==> src/design/cfl_pkg.sv <==
// Package for the CFL time-step block: widths, constants, sequencer states.
// No dependencies.
`timescale 1ns / 1ps
package cfl_pkg;
   localparam logic [47:0] SAT48 = 48'hFFFF_FFFF_FFFF;
   localparam int unsigned DIV_STEPS = 64;

   typedef enum logic [1:0] {
      MODE_MAX  = 2'd0,
      MODE_SUM  = 2'd1,
      MODE_RSS  = 2'd2,
      MODE_RSS3 = 2'd3
   } mode_type;

   typedef enum logic [2:0] {
      CSR_GAMMA  = 3'd0,
      CSR_INV_DX = 3'd1,
      CSR_INV_DY = 3'd2,
      CSR_INV_DZ = 3'd3,
      CSR_MODE   = 3'd4,
      CSR_COEFF  = 3'd5
   } csr_idx_type;

   typedef enum logic [3:0] {
      ST_IDLE,
      ST_DIV_A2,
      ST_SQRT_A,
      ST_RATE_X,
      ST_RATE_Y,
      ST_RATE_Z,
      ST_COMBINE,
      ST_SHIFT_K,
      ST_SQ_SUM,
      ST_SQRT_R,
      ST_UPDATE,
      ST_DIV_DT,
      ST_OUT
   } state_type;

   // request to the shared divide / square-root unit
   typedef struct packed {
      logic        start_div;
      logic        start_sqrt;
      logic [63:0] num;
      logic [63:0] den;
   } iter_req_type;

   typedef struct packed {
      logic        done;
      logic [63:0] result;
   } iter_rsp_type;
endpackage

==> src/design/cfl_iter.sv <==
// Shared iterative unit: 64-bit restoring division (one quotient bit per
// cycle) and 64-bit integer square root (one result bit per cycle).
// Depends on cfl_pkg.
`timescale 1ns / 1ps
module cfl_iter (
   input  logic                 clock,
   input  logic                 reset,
   input  cfl_pkg::iter_req_type req,
   output cfl_pkg::iter_rsp_type rsp
);
   logic        busy_ff, busy_in;
   logic        is_sqrt_ff, is_sqrt_in;
   logic [6:0]  cnt_ff, cnt_in;
   logic [63:0] x_ff, x_in;       // dividend shift or sqrt remainder source
   logic [64:0] rem_ff, rem_in;
   logic [63:0] q_ff, q_in;
   logic [63:0] d_ff, d_in;
   logic        done_ff, done_in;
   logic [64:0] trial;
   logic [65:0] strial;
   logic [65:0] srem;

   always_comb begin
      busy_in    = busy_ff;
      is_sqrt_in = is_sqrt_ff;
      cnt_in     = cnt_ff;
      x_in       = x_ff;
      rem_in     = rem_ff;
      q_in       = q_ff;
      d_in       = d_ff;
      done_in    = 1'b0;
      trial      = '0;
      srem       = '0;
      strial     = '0;
      if (!busy_ff) begin
         if (req.start_div || req.start_sqrt) begin
            busy_in    = 1'b1;
            is_sqrt_in = req.start_sqrt;
            x_in       = req.num;
            d_in       = req.den;
            rem_in     = '0;
            q_in       = '0;
            cnt_in     = req.start_sqrt ? 7'd32 : 7'(cfl_pkg::DIV_STEPS);
         end
      end else if (!is_sqrt_ff) begin
         // shift in one dividend bit, subtract if it fits
         trial = {rem_ff[63:0], x_ff[63]};
         x_in  = {x_ff[62:0], 1'b0};
         if (trial >= {1'b0, d_ff}) begin
            rem_in = trial - {1'b0, d_ff};
            q_in   = {q_ff[62:0], 1'b1};
         end else begin
            rem_in = trial;
            q_in   = {q_ff[62:0], 1'b0};
         end
         cnt_in = cnt_ff - 7'd1;
         if (cnt_ff == 7'd1) begin
            busy_in = 1'b0;
            done_in = 1'b1;
         end
      end else begin
         // bring down two radicand bits, try root*4+1
         srem   = {rem_ff[63:0], x_ff[63:62]};
         x_in   = {x_ff[61:0], 2'b00};
         strial = {q_ff[63:0], 2'b01};
         if (srem >= strial) begin
            rem_in = 65'(srem - strial);
            q_in   = {q_ff[62:0], 1'b1};
         end else begin
            rem_in = srem[64:0];
            q_in   = {q_ff[62:0], 1'b0};
         end
         cnt_in = cnt_ff - 7'd1;
         if (cnt_ff == 7'd1) begin
            busy_in = 1'b0;
            done_in = 1'b1;
         end
      end
   end

   always_ff @(posedge clock) begin
      if (reset) begin
         busy_ff <= 1'b0;
         done_ff <= 1'b0;
      end else begin
         busy_ff <= busy_in;
         done_ff <= done_in;
      end
      is_sqrt_ff <= is_sqrt_in;
      cnt_ff     <= cnt_in;
      x_ff       <= x_in;
      rem_ff     <= rem_in;
      q_ff       <= q_in;
      d_ff       <= d_in;
   end

   assign rsp.done   = done_ff;
   assign rsp.result = q_ff;
endmodule

==> config.mk <==
export PLATFORM = sky130hd
export DESIGN_NAME = cfl_iter
export DESIGN_NICKNAME = d
export VERILOG_FILES = /design/src/design/cfl_pkg.sv /design/src/design/cfl_iter.sv
export SDC_FILE = /design/constraint.sdc
export NUM_CORES = 1
export LEC_CHECK = 0
export BUFFER_PORTS_ARGS = -buffer_cell sky130_fd_sc_hd__buf_2
export CAP_MARGIN = 0
export CORE_MARGIN = 8
export CORE_UTILIZATION = 48
export CTS_CLUSTER_SIZE = 28
export DETAILED_ROUTE_END_ITERATION = 16
export PLACE_DENSITY = 0.75
export SETUP_SLACK_MARGIN = 0.4
export SLEW_MARGIN = 25
export SYNTH_ARGS = -nofsm -noshare
export SYNTH_HDL_FRONTEND = slang
export SYNTH_SLANG_ARGS = --single-unit
==> constraint.sdc <==
create_clock -name clock -period 7.61 [get_ports clock]
set_input_delay 1.522 -clock clock [delete_from_list [all_inputs] [get_ports clock]]
set_output_delay 1.522 -clock clock [all_outputs]
set_load 0.03 [all_outputs]
==> impl_metrics.toml <==
[finish]
finalNetCount = 2643
fillers = 3726
area_delta_synth_final_pct = 11.6
drive_above_1_share_pct = 12.6
multi_input_area_um2 = 10800
seqCellArea_um2 = 7970
fin_area_um2 = 22300
utilization_pct = 54.5
antennaDiodeCount = 0
final_cell_mix = "294 x a21oi_1, 288 x nor2_1, 264 x edfxtp_1"
layout_commonest_cell = "a21oi_1"

[worst_setup_path]
worstPathCellList = "ha_1 -> a21oi_1 -> nand2_1 -> a2111oi_0 -> o211ai_1 -> a31oi_1 -> o31a_1 -> o21a_2 -> nor2_2 -> a222oi_1 -> a21oi_1"
crit_top_cell = "a21oi_1"
cp.arrival_ns = 4.87
worstPathMaxFanout = 40
cpMaxStageDelayCell = "o21a_2"
slowest_delay_ns = 0.78
cp-end-kind = "register"
cp.required_ns = 7.91
critPathKind = "register to register"
start_kind = "register"

[grt]
grt_max_degree = 182
grt_use_total_pct = 23.4
gr-total-overflow = 0
grt_pass1_vias = 17100
antenna_found_initial = 3
grt_pass1_wl_um = 91900

[clock_network]
cts.clk_slew.worst_paths_ns = 0.06
post_cts_buffers = 0
cts_hold_buf = 0
cts.sink_count = 266
clockBufferDepth = 3
cts_tree = "built"
cts_buffers = 30
worst_skew_pair.late_latency_ns = 0.59
cts_root_buf = "clkbuf_16"
ctsResizeCount = 0
cts_max_level = 1

[synthesis]
synth_top_family_by_area = "compound AO/OA/AOI/OAI gates"
yosysSeqAreaShare_pct = 39.9
synth_fa_ha_area_share_pct = 8.37
ys_types = 89
syn_area_um2 = 20000
synthArstFlopShare_pct = 0
synth_edf_count = 264
syn-num-nets = 2517
synthSimpleGateAreaFrac_pct = 15.3
synth-seq-cells = 266
syn_inst = 2252
ys_warn_count = 0
synth_mux_area_share_pct = 3.71
synth_compound_area_share_pct = 21.4
avgSynthCellArea_um2 = 8.87
ys.flop_type = "edfxtp_1"
synth-xor-area-share_pct = 5.30

[power_and_ir_drop]
leakage_nw = 9.50
irDropWorstVdd_v = 0.000263
powerDensity_nw_per_um2 = 428
total_power_w = 0.00954

[sta]
fin_tns_setup_ns = 0
period_needed_ns = 4.57
grt_setup_unrepaired = "false"
hold_slack_ns = 0.569
worst_pin_slew_ns = 1.06
hold_viol = 0
fin_crit_sh_pct = 60.0
max_freq_mhz = 219
maxSlewViolCount = 0
max-slew-margin-rel_pct = 29.2
skew_ns = 0.0186
setup_viol = 0

[placement]
portBuffers = 196
gp_congestion = 0.939
hpwl_um = 44100
place_area_um2 = 21200

[floorplan]
start_util_pct = 48.8
die_height_um = 220
coreArea_um2 = 40900
rows = 74
io_pins = 197
die_w_um = 220
die_area_um2 = 48400

[job]
cap_violations = 0

[route]
route.vias.total = 17600
drt-pass1-iter-count = 6
vias_per_cell = 5.99
dr.first_iter.drc_count = 1608
ant_nets = 0
drc = 0
finalWirelength_um = 58600
wl_per_cell_um = 20.0

[min_path]
hp-class = "register to register"

[run_status]
status = "finished, final reports clean"
==> area by class of cell <==
type	count	share of cell area, %
Clock inverter	16	1.09
Inverter	167	2.82
Sequential cell	266	35.7
Multi-Input combinational cell	1701	48.6
Timing Repair Buffer	212	5.14
Tap cell	532	2.99
Clock buffer	40	3.58
==> cell usage after synthesis, types with 38 or more instances <==
library cell / n / share of area, %
clkbuf_1: 64 / 1.2
xor2_1: 52 / 2.3
inv_1: 166 / 3.1
o21ai_0: 131 / 3.3
nand2_1: 188 / 3.5
nor2_1: 289 / 5.4
a21oi_1: 294 / 7.4
edfxtp_1: 264 / 40
xnor2_1: 69 / 3.0
nand4_1: 40 / 1.3
mux2i_1: 73 / 3.7
a21o_1: 38 / 1.4
ha_1: 132 / 8.3
==> path summary, 6_finish.rpt <==
check	start	end	slack [ns]	cells past startpoint
setup / recovery	rem_ff[38]	rem_ff[56]	3.04	11
hold / removal	q_ff[9]	q_ff[10]	0.57	2
setup reg to reg	rem_ff[38]	rem_ff[56]	3.04	11
hold reg to reg	q_ff[9]	q_ff[10]	0.57	2
==> critical path, delay by kind of cell (launching register included) <==
| kind | cells | cell delay, ns |
|---|---|---|
| simple gates | 2 | 0.37 |
| flops | 1 | 0.47 |
| fa+ha+maj | 1 | 0.47 |
| compound gates | 8 | 2.97 |
==> power by group <==
part / internal (W) / switching (W)
clock: 0.000915 / 0.000633
combinational: 0.00216 / 0.00358
sequential: 0.00196 / 0.000300
total: 0.00503 / 0.00451
==> state kept, by name, indices dropped and copies added (netlist names) <==
register and cells:
d_ff 64, q_ff 64, rem_ff 64, x_ff 64, cnt_ff 7, busy_ff 1, done_ff 1, is_sqrt_ff 1
==> layer usage <==
layer,GRT usage (%),wire (um),part of all wire (%),vias up
met5,0.104,36,0.061,-
met4,7.53,1950,3.3,6
met1,31.0,25100,43,8270
met2,37.8,26600,45,729
li1,-,-,-,8450
met3,4.99,4960,8.5,111
==> cells by family (layout without fill, tap and decap cells) <==
group / Yosys count / in the layout
DFF: 266 / 266
buffers and inverters: 285 / 435
adders and majority gates: 133 / 133
muxes: 74 / 74
and+or+nand+nor: 681 / 681
xor gates and xnor gates: 121 / 121
AOI/OAI and AO/OA: 692 / 692
==> metrics by stage <==
step / cells / setup WS [ns]
after floorplan: 2252 / 1.08
after global routing: 2934 / 2.81
final: 2934 / 3.04
after detailed placement: 2877 / 2.96
after global placement: 2877 / 3.09
after CTS: 2933 / 2.94
Power figures use the tool's default switching activity.
